<file path="src/hdl/bes_pkg.sv">
// Package with the item and result word types and the fixed field widths of the event scheduler.
`timescale 1ns / 1ps

package bes_pkg;

	// Fixed field widths.
	localparam int TASK_ID_W   = 3;
	localparam int EVENT_W     = 5;
	localparam int EVENT_COUNT = 32;

	// Item kinds.
	typedef enum logic [1:0] {
		KIND_SET_EVENT = 2'd0,
		KIND_SCHEDULE  = 2'd1,
		KIND_RESUME    = 2'd2,
		KIND_PAUSE     = 2'd3
	} kind_t;

	// Input word.
	typedef struct packed {
		kind_t                kind;
		logic [TASK_ID_W-1:0] task_id;
		logic [EVENT_W-1:0]   event_in;
	} item_word_t;

	// Result word.
	typedef struct packed {
		logic                 found;
		logic [TASK_ID_W-1:0] task_out;
		logic [EVENT_W-1:0]   event_out;
	} result_word_t;

endpackage

</file>
<file path="src/hdl/bes_ram.sv">
// Generic simple dual-port RAM with one write port and one registered read port.
`timescale 1ns / 1ps

module bes_ram #(
	parameter int WIDTH = 32,
	parameter int DEPTH = 8,
	parameter int AW    = (DEPTH > 1) ? $clog2(DEPTH) : 1
) (
	input  logic             clk,
	input  logic             we,
	input  logic [AW-1:0]    waddr,
	input  logic [WIDTH-1:0] wdata,
	input  logic [AW-1:0]    raddr,
	output logic [WIDTH-1:0] rdata
);

	logic [WIDTH-1:0] mem_q [DEPTH];
	logic [WIDTH-1:0] rdata_q;

	// Write port and registered read port.
	always_ff @(posedge clk) begin
		if (we) begin
			mem_q[waddr] <= wdata;
		end
		rdata_q <= mem_q[raddr];
	end

	assign rdata = rdata_q;

endmodule

</file>
<file path="src/hdl/bitmap_event_scheduler.sv">
// Top level of the fixed-priority bitmap event scheduler.
//
//  Channel | Direction | Handshake                  | Word
//  item    | in        | item_valid / item_stall    | kind, task_id, event_in
//  result  | out       | result_valid / result_stall| found, task_out, event_out
//
// Resume and pause words complete at accept. Set-event and schedule words go on to the
// modify state: the task's pending mask, read from the RAM at accept, is modified and
// written back; a schedule word that finds no candidate task completes at accept instead.
// After reset all pending masks read as zero through per-task valid bits; no clearing pass.
// A word is taken only when the block is idle and no result waits on a stalled output.
`timescale 1ns / 1ps

module bitmap_event_scheduler
	import bes_pkg::*;
#(
	parameter int TASK_COUNT = 8
) (
	input  logic         clk,
	input  logic         arst_n,
	input  logic         item_valid,
	output logic         item_stall,
	input  item_word_t   item,
	output logic         result_valid,
	input  logic         result_stall,
	output result_word_t result
);

	localparam int TASK_W = (TASK_COUNT > 1) ? $clog2(TASK_COUNT) : 1;

	typedef enum logic {
		ST_IDLE,
		ST_MODIFY
	} state_t;

	state_t                  state_q;
	kind_t                   op_s1;
	logic [TASK_W-1:0]       task_s1;
	logic [EVENT_W-1:0]      event_s1;
	logic [TASK_COUNT-1:0]   ready_q;
	logic [TASK_COUNT-1:0]   active_q;
	logic [TASK_COUNT-1:0]   pend_vld_q;
	logic                    result_valid_q;
	result_word_t            result_q;

	logic                    accept;
	logic                    task_ok;
	logic [TASK_W-1:0]       item_task;
	logic [TASK_COUNT-1:0]   cand;
	logic [TASK_W-1:0]       cand_sel;
	logic [EVENT_COUNT-1:0]  ram_rdata;
	logic [EVENT_COUNT-1:0]  cur_mask;
	logic [EVENT_COUNT-1:0]  next_mask;
	logic [EVENT_W-1:0]      ev_sel;
	logic                    ram_we;
	logic [TASK_W-1:0]       ram_raddr;
	logic                    result_load;

	// Input handshake: one word at a time, and never over a stalled result.
	assign item_stall = (state_q != ST_IDLE) || (result_valid_q && result_stall);
	assign accept     = item_valid && !item_stall;
	assign item_task  = item.task_id[TASK_W-1:0];
	assign task_ok    = ({1'b0, item.task_id} < (TASK_ID_W+1)'(TASK_COUNT));

	// Lowest-numbered task that is both ready and active.
	assign cand = ready_q & active_q;
	always_comb begin
		cand_sel = '0;
		for (int i = TASK_COUNT - 1; i >= 0; i--) begin
			if (cand[i]) begin
				cand_sel = TASK_W'(i);
			end
		end
	end

	// Pending-mask read: schedule reads the chosen task, set-event the named one.
	assign ram_raddr = (item.kind == KIND_SCHEDULE) ? cand_sel : item_task;

	// A task whose mask was never written reads as empty.
	assign cur_mask = pend_vld_q[task_s1] ? ram_rdata : '0;

	// Lowest pending event of the current mask.
	always_comb begin
		ev_sel = '0;
		for (int i = EVENT_COUNT - 1; i >= 0; i--) begin
			if (cur_mask[i]) begin
				ev_sel = EVENT_W'(i);
			end
		end
	end

	// Modified mask: raise the event bit, or clear the picked one.
	always_comb begin
		if (op_s1 == KIND_SET_EVENT) begin
			next_mask = cur_mask | (EVENT_COUNT'(1) << event_s1);
		end else begin
			next_mask = cur_mask & ~(EVENT_COUNT'(1) << ev_sel);
		end
	end

	assign ram_we = (state_q == ST_MODIFY) &&
		((op_s1 == KIND_SET_EVENT) || (cur_mask != '0));

	// A result is loaded by an empty schedule at accept or by a schedule's modify cycle.
	assign result_load = (accept && (item.kind == KIND_SCHEDULE) && (cand == '0)) ||
		((state_q == ST_MODIFY) && (op_s1 != KIND_SET_EVENT));

	bes_ram #(
		.WIDTH (EVENT_COUNT),
		.DEPTH (TASK_COUNT)
	) u_pend_ram (
		.clk   (clk),
		.we    (ram_we),
		.waddr (task_s1),
		.wdata (next_mask),
		.raddr (ram_raddr),
		.rdata (ram_rdata)
	);

	// Sequencer, masks and result register.
	always_ff @(posedge clk or negedge arst_n) begin
		if (!arst_n) begin
			state_q        <= ST_IDLE;
			ready_q        <= '0;
			active_q       <= '0;
			pend_vld_q     <= '0;
			result_valid_q <= 1'b0;
			op_s1          <= KIND_SET_EVENT;
			task_s1        <= '0;
			event_s1       <= '0;
			result_q       <= '0;
		end else begin
			if (result_load) begin
				result_valid_q <= 1'b1;
			end else if (!result_stall) begin
				result_valid_q <= 1'b0;
			end
			unique case (state_q)
				ST_IDLE: begin
					if (accept) begin
						op_s1    <= item.kind;
						task_s1  <= ram_raddr;
						event_s1 <= item.event_in;
						unique case (item.kind)
							KIND_SET_EVENT: begin
								if (task_ok) begin
									state_q <= ST_MODIFY;
								end
							end
							KIND_RESUME: begin
								if (task_ok) begin
									active_q[item_task] <= 1'b1;
								end
							end
							KIND_PAUSE: begin
								if (task_ok) begin
									active_q[item_task] <= 1'b0;
								end
							end
							KIND_SCHEDULE: begin
								if (cand == '0) begin
									result_q <= '0;
								end else begin
									state_q <= ST_MODIFY;
								end
							end
							default: ;
						endcase
					end
				end
				ST_MODIFY: begin
					pend_vld_q[task_s1] <= 1'b1;
					if (op_s1 == KIND_SET_EVENT) begin
						ready_q[task_s1] <= 1'b1;
					end else begin
						if (cur_mask == '0) begin
							ready_q[task_s1] <= 1'b0;
							result_q         <= '0;
						end else begin
							if (next_mask == '0) begin
								ready_q[task_s1] <= 1'b0;
							end
							result_q.found     <= 1'b1;
							result_q.task_out  <= TASK_ID_W'(task_s1);
							result_q.event_out <= ev_sel;
						end
					end
					state_q <= ST_IDLE;
				end
				default: state_q <= ST_IDLE;
			endcase
		end
	end

	assign result_valid = result_valid_q;
	assign result       = result_q;

	// A task is only ever ready once its pending mask has been written.
	a_ready_has_mask: assert property (@(posedge clk) disable iff (!arst_n)
		(ready_q & ~pend_vld_q) == '0)
		else $error("ready task without a written pending mask");

	// The result slot is free whenever a schedule word reaches its modify cycle.
	a_slot_free: assert property (@(posedge clk) disable iff (!arst_n)
		(state_q == ST_MODIFY && op_s1 == KIND_SCHEDULE) |-> !result_valid_q)
		else $error("schedule result would overwrite a pending result");

	// The modify cycle always addresses a task within the task count.
	a_task_in_range: assert property (@(posedge clk) disable iff (!arst_n)
		(state_q == ST_MODIFY) |-> ({1'b0, task_s1} < (TASK_W+1)'(TASK_COUNT)))
		else $error("modify cycle addresses a task beyond the task count");

	// A schedule word entering the modify cycle had a ready and active candidate.
	a_sched_cand: assert property (@(posedge clk) disable iff (!arst_n)
		(accept && item.kind == KIND_SCHEDULE && cand != '0) |=>
		(state_q == ST_MODIFY && ready_q[task_s1]))
		else $error("scheduled task is not ready");

endmodule
</file>
<file path="config.mk">
export PLATFORM = sky130hd
export DESIGN_NAME = bitmap_event_scheduler
export DESIGN_NICKNAME = d
export VERILOG_FILES = /design/src/hdl/bes_pkg.sv /design/src/hdl/bes_ram.sv /design/src/hdl/bitmap_event_scheduler.sv
export SDC_FILE = /design/constraint.sdc
export NUM_CORES = 1
export LEC_CHECK = 0
export ABC_CLOCK_PERIOD_IN_PS = 4100
export BUFFER_PORTS_ARGS = -buffer_cell sky130_fd_sc_hd__buf_4
export CAP_MARGIN = 30
export CORE_MARGIN = 2
export CORE_UTILIZATION = 30
export CTS_BUF_LIST = sky130_fd_sc_hd__clkbuf_8
export CTS_CLUSTER_DIAMETER = 150
export DETAILED_ROUTE_END_ITERATION = 8
export GPL_ROUTABILITY_DRIVEN = 0
export PLACE_DENSITY_LB_ADDON = 0.05
export SYNTH_ARGS = -nofsm -noshare
export SYNTH_HDL_FRONTEND = slang
export SYNTH_SLANG_ARGS = --single-unit
</file>
<file path="constraint.sdc">
create_clock -name clk -period 4.1 [get_ports clk]
set_input_delay 0.205 -clock clk [delete_from_list [all_inputs] [get_ports clk]]
set_output_delay 0.205 -clock clk [all_outputs]
set_load 0.03 [all_outputs]
</file>
# [Yosys cells after proc, flatten, opt, wreduce, memory -nomap -nowiden]
# Memories as Yosys holds them, arrays and structs flattened. A register that Yosys moved wholly into a read port is not among the register bits.
# Index checks and enable logic that the tools add are counted.
[classes] magnitude_cmp=4 n_eq_ne=8 n_shift=2 mux=67 bitwise=12 n_reduce_logical=25
[op_table] operator="$mux 5" n=32
[op_table] operator="$logic_not 32->1" n=2
[op_table] operator="$mux 32" n=2
[op_table] operator="$shl 1x5->32 const A" n=2
[op_table] operator="$mux 9" n=5
[op_table] operator="$and 32x32->32" n=1
[op_table] operator="$not 32->32" n=1
[op_table] operator="$or 32x32->32" n=1
[op_table] operator="$reduce_bool 32->1" n=1
[op_table] operator="$mux 3" n=9
[op_table] operator="$and 8x8->8" n=3
[op_table] operator="$mux 8" n=3
[op_table] operator="$or 8x8->8" n=3
[op_table] operator="$pmux 9 s2" n=1
[op_table] operator="$not 8->8" n=2
[op_table] operator="$pmux 8 s2" n=1
[op_table] operator="$mux 1" n=9
[op_table] operator="$logic_and 1x1->1" n=8
[op_table] operator="$logic_not 8->1" n=1
[op_table] operator="$lt 3x4->1 const B" n=2
[op_table] operator="$ne 2x2->1 const B" n=4
[op_table] operator="$demux 1 s3" n=2
[op_table] operator="$ge 3x1->1 const B" n=2
[op_table] operator="$eq 2x2->1 const B" n=2
[op_table] operator="13 further kinds" n=19
[word_totals] reg_bits=45 mem_bits_rw=256 output_inout_bits=11 word_cells=130 memories=1
[mem_list] name="u_pend_ram.mem_q" depth=8 word_bits=32 read_ports=1 rd_ports_with_merged_regs=1 write_ports=1 line_no="bes_ram.sv:17" source="logic [WIDTH-1:0] mem_q [DEPTH];"

# [Logic depth before layout (Yosys ltp)]
[depth] ltp_word=43 mapped_depth=14 mapped_depth_nobuf=10

# [Hierarchy]
# From an unflattened synthesis, not the netlist that was laid out.
[hier_totals] cells_unflattened=881 hier_area_um2=14300.0
[by_module_without_submodules] module="bes_ram" instances=1 cells_per_inst=415 area_each_um2=10466.3
[by_module_without_submodules] module="bitmap_event_scheduler" instances=1 cells_per_inst=466 area_each_um2=3833.7

# [Worst setup path before layout]
# No wires, ideal clock.
[synth_path] kind="reg2reg" from="register task_s1[1]" to="memory u_pend_ram.mem_q[7][0], enable pin" setup_time_ns=0.421 t_arrival_ns=3.410 slack_ns=0.269 path_stages_with_launch=10 synth_period_minus_slack_ns=3.831 path_cell_list="dfrtp_1 buf_6 mux2i_1 or3_1 and4_1 buf_6 buf_2 a21oi_1 nor2_1 nor2_1"
[synth_between] elab_chain_len=8
[synth_rtl] element="from (decl)" line_no="bitmap_event_scheduler.sv:38" source="logic [TASK_W-1:0] task_s1;"
[synth_rtl] element="from (signal assigned)" line_no="bitmap_event_scheduler.sv:142" source="task_s1 <= ram_raddr;"
[synth_rtl] element="$bmux 1 s3" line_no="bitmap_event_scheduler.sv:80" source="assign cur_mask = pend_vld_q[task_s1] ? ram_rdata : '0;"
[synth_rtl] element="$mux 1 (implied by the code)" line_no="bitmap_event_scheduler.sv:80"
[synth_rtl] element="$mux 32" line_no="bitmap_event_scheduler.sv:80"
[synth_rtl] element="$reduce_bool 32->1" line_no="bitmap_event_scheduler.sv:102" source="((op_s1 == KIND_SET_EVENT) || (cur_mask != '0));"
[synth_rtl] element="$logic_or 1x1->1" line_no="bitmap_event_scheduler.sv:102"
[synth_rtl] element="$logic_and 1x1->1" line_no="bitmap_event_scheduler.sv:101" source="assign ram_we = (state_q == ST_MODIFY) &&"
[synth_rtl] element="$mux 1" line_no="bes_ram.sv:22" source="if (we) begin"
[synth_rtl] element="$mux 1 (implied by the code)" line_no="bes_ram.sv:23" source="mem_q[waddr] <= wdata;"
[synth_rtl] element="to (decl)" line_no="bes_ram.sv:17"
# Several ways; a longest one is shown, not always the timed one. The select of a mux whose other input is x is not followed.

==> qor.yml <==
worst_setup_path:
  r2r_cells: 10
  path_cells: "or4_1 -> o221ai_1 -> nand3_1 -> and3_1 -> nor4_4 -> a21oi_1 -> or4b_1 -> or4_4 -> o41ai_1 -> o21ai_1"
  slowest_delay_ps: 620
  critical_path.slowest_cell: "or4b_1"
  crit_path_end_kind: "flop"
  startpoint_type: "flop"
  r2r_start: "u_pend_ram.rdata[29]$_DFF_P_"
  path_max_fanout: 8
  critical_path_class: "reg2reg"
  rrSetupSlack_ps: 80
  crit_required_ps: 4600
  cp_data_arrival_time_ps: 4510
clock_tree:
  clock-sinks: 333
  h-tree-depth: 2
  cts.clk_slew.worst_paths_ps: 60
  clk_latency_ps: 640
  cts-root-buf: "clkbuf_8"
  cts_tree: "yes"
  cts_made_buffers: 59
  cts_max_path_buffers: 3
yosys:
  yosys.area.top_type: "edfxtp_1"
  synthTopCellsByArea: "edfxtp_1 55%, mux4_2 10%, dfrtp_1 8.1%"
  async_flop_share_pct: 13.51
  syn_area_per_cell_um2: 15.88
  synth_top_area_share_pct: 55.46
  synth_edf_count: 256
  syn_inst: 873
  synth_area_um2: 13860
  ys_seq_elements: 333
  ys_seq_area_share_pct: 68.20
  synth_flop_cell: "edfxtp_1"
  synth_cell_types: 64
  yosysWarnings: 0
  synth_nets: 887
finish:
  mostFrequentLayoutCells: "256 x edfxtp_1, 75 x buf_4, 70 x clkbuf_8"
  area_delta_synth_final_pct: 21.59
  mostFrequentLayoutCell: "edfxtp_1"
  drive_above_1_share_pct: 30.87
  antennaDiodeCount: 0
  postLayoutCoreUtil_pct: 37.06
  final_area_um2: 16850
  num-fill-cells: 4363
  regArea_um2: 9454
  multi_input_area_um2: 4354
  nets: 1003
timing:
  fmaxAchievable_mhz: 249.0
  relSlewSlack_pct: 30.22
  worstMarginPinSlew_ps: 1043
  setup_slack_ps: 84.18
  fin_crit_sh_pct: 97.95
  setup_viol: 0
  slew_violations: 0
  skew_ps: 24.73
  min_period_ps: 4016
  timing.final.hold_violations: 0
  rsz0062_at_grt: "false"
  fin_setup_tns_ps: 0
worst_hold_path:
  holdCritStartpoint: "item[5]"
  hold-path-cell-count: 5
  hold_class: "in2reg"
pwr:
  p_per_area_nw_per_um2: 729.5
  finalPower_w: 0.01229
  vdd_ir_drop_max_v: 0.0003214
  p_leak_nw: 5.735
die:
  design.die.area_um2: 47940
  die_w_um: 219.0
  row_count: 78
  fp.coreArea_um2: 45480
  ios: 25
  initial_utilization_pct: 30.48
  die_height_um: 219.0
routing:
  drtPass1Iterations: 5
  wl_per_cell_um: 24.50
  totalWireLength_um: 40180
  viasPerCell: 5.171
  drt_iter0_drc: 787
  dr_total_vias: 8480
  ant_nets: 0
  remaining_drc_errors: 0
grt:
  grt_max_degree: 46
  grtUsageTotal_pct: 17.24
  grt_pass1_wl_um: 59670
  antenna_found_initial: 0
  grt_pass1_vias: 9218
  grt_overflow: 0
run:
  drv_cap: 0
placement:
  dp_slack_ps: -84.98
  io_buffers: 24
  hpwl_um: 24830
  place_area_um2: 15290
run_status:
  outcome: "completed"
-- kinds of logic after synthesis --
logic type	count (synthesis)	share of synthesized area, %
AO/OA/AOI/OAI	167	8.259
buffers and inverters	55	1.697
flip-flops	333	68.20
multiplexers	108	13.96
AND/OR/NAND/NOR	210	7.880
-- worst max-delay path: cells and delay by family (launching register included) --
kind,cells,cell delay (ps)
AND/OR/NAND/NOR,6,2490
AO/OA/AOI/OAI,4,1030
flip-flops,1,370
-- power by group --
| group | internal [W] | switching (W) | leakage, nW |
|---|---|---|---|
| sequential | 0.00463 | 0.000393 | 3.17 |
| clock | 0.00200 | 0.00138 | 0.735 |
| combinational | 0.00145 | 0.00245 | 1.83 |
| total | 0.00808 | 0.00422 | 5.73 |
-- per-layer routing --
layer	track usage (%)	vias to the layer above	part of all wire, %
li1	-	3760	-
met1	22.09	4355	43
met2	28.67	270	49
met3	3.313	95	5.0
met4	7.117	0	3.3
met5	0	-	0
-- through the flow --
stage / instances / hold slack (ps)
5_1_grt: 1640 / 69.78
4_1_cts: 1640 / 21.94
3_5_place_dp: 1514 / 249.9
3_3_place_gp: 1514 / 244.2
2_1_floorplan: 873 / -90.59
6_report: 1640 / 103.0
-- layout make-up --
cell class	instances	share of cell area, %
well taps	600	4.454
clock inverters	42	2.205
multi-input cells	485	25.83
inverters	10	0.2227
clock buffers	70	5.716
flip-flops and latches	333	56.09
repair buffers	100	5.478
-- cell usage after synthesis, types with 13 or more instances --
| master | instances |
|---|---|
| edfxtp_1 | 256 |
| mux4_2 | 64 |
| nor2_1 | 61 |
| dfrtp_1 | 45 |
| a21oi_1 | 44 |
| mux2_2 | 43 |
| nand2_1 | 38 |
| dfxtp_1 | 32 |
| clkbuf_1 | 27 |
| a22oi_1 | 20 |
| nor3_1 | 16 |
| a31oi_1 | 15 |
| nand3_1 | 14 |
| nor4_1 | 14 |
| nand2b_1 | 13 |
-- sequential cells by signal, summed over array words and instances, names as in the netlist, named ones only --
name              flops
event_s1              5
op_s1                 2
pend_vld_q            8
result                9
result_valid          1
state_q               1
task_s1               3
u_pend_ram.mem_q    256
u_pend_ram.rdata     32
-- worst max path at each step --
stage,from,endpoint
6_report,u_pend_ram.rdata[29]$_DFF_P_,flop
3_3_place_gp,u_pend_ram.rdata[25]$_DFF_P_,flop
5_1_grt,task_s1[1]$_DFFE_PN0P_,flop
2_1_floorplan,task_s1[1]$_DFFE_PN0P_,u_pend_ram.mem_q[7][0]$_DFFE_PP_
3_5_place_dp,u_pend_ram.rdata[25]$_DFF_P_,flop
4_1_cts,task_s1[1]$_DFFE_PN0P_,flop
-- repair_timing --
item	CTS	global route
buffers inserted	0	0
hold buffers	14	0
hold endpoints to repair	62	0
endpoints found under the setup margin	8	8
resized for setup	1	15
(Power assumes the default switching activity.)
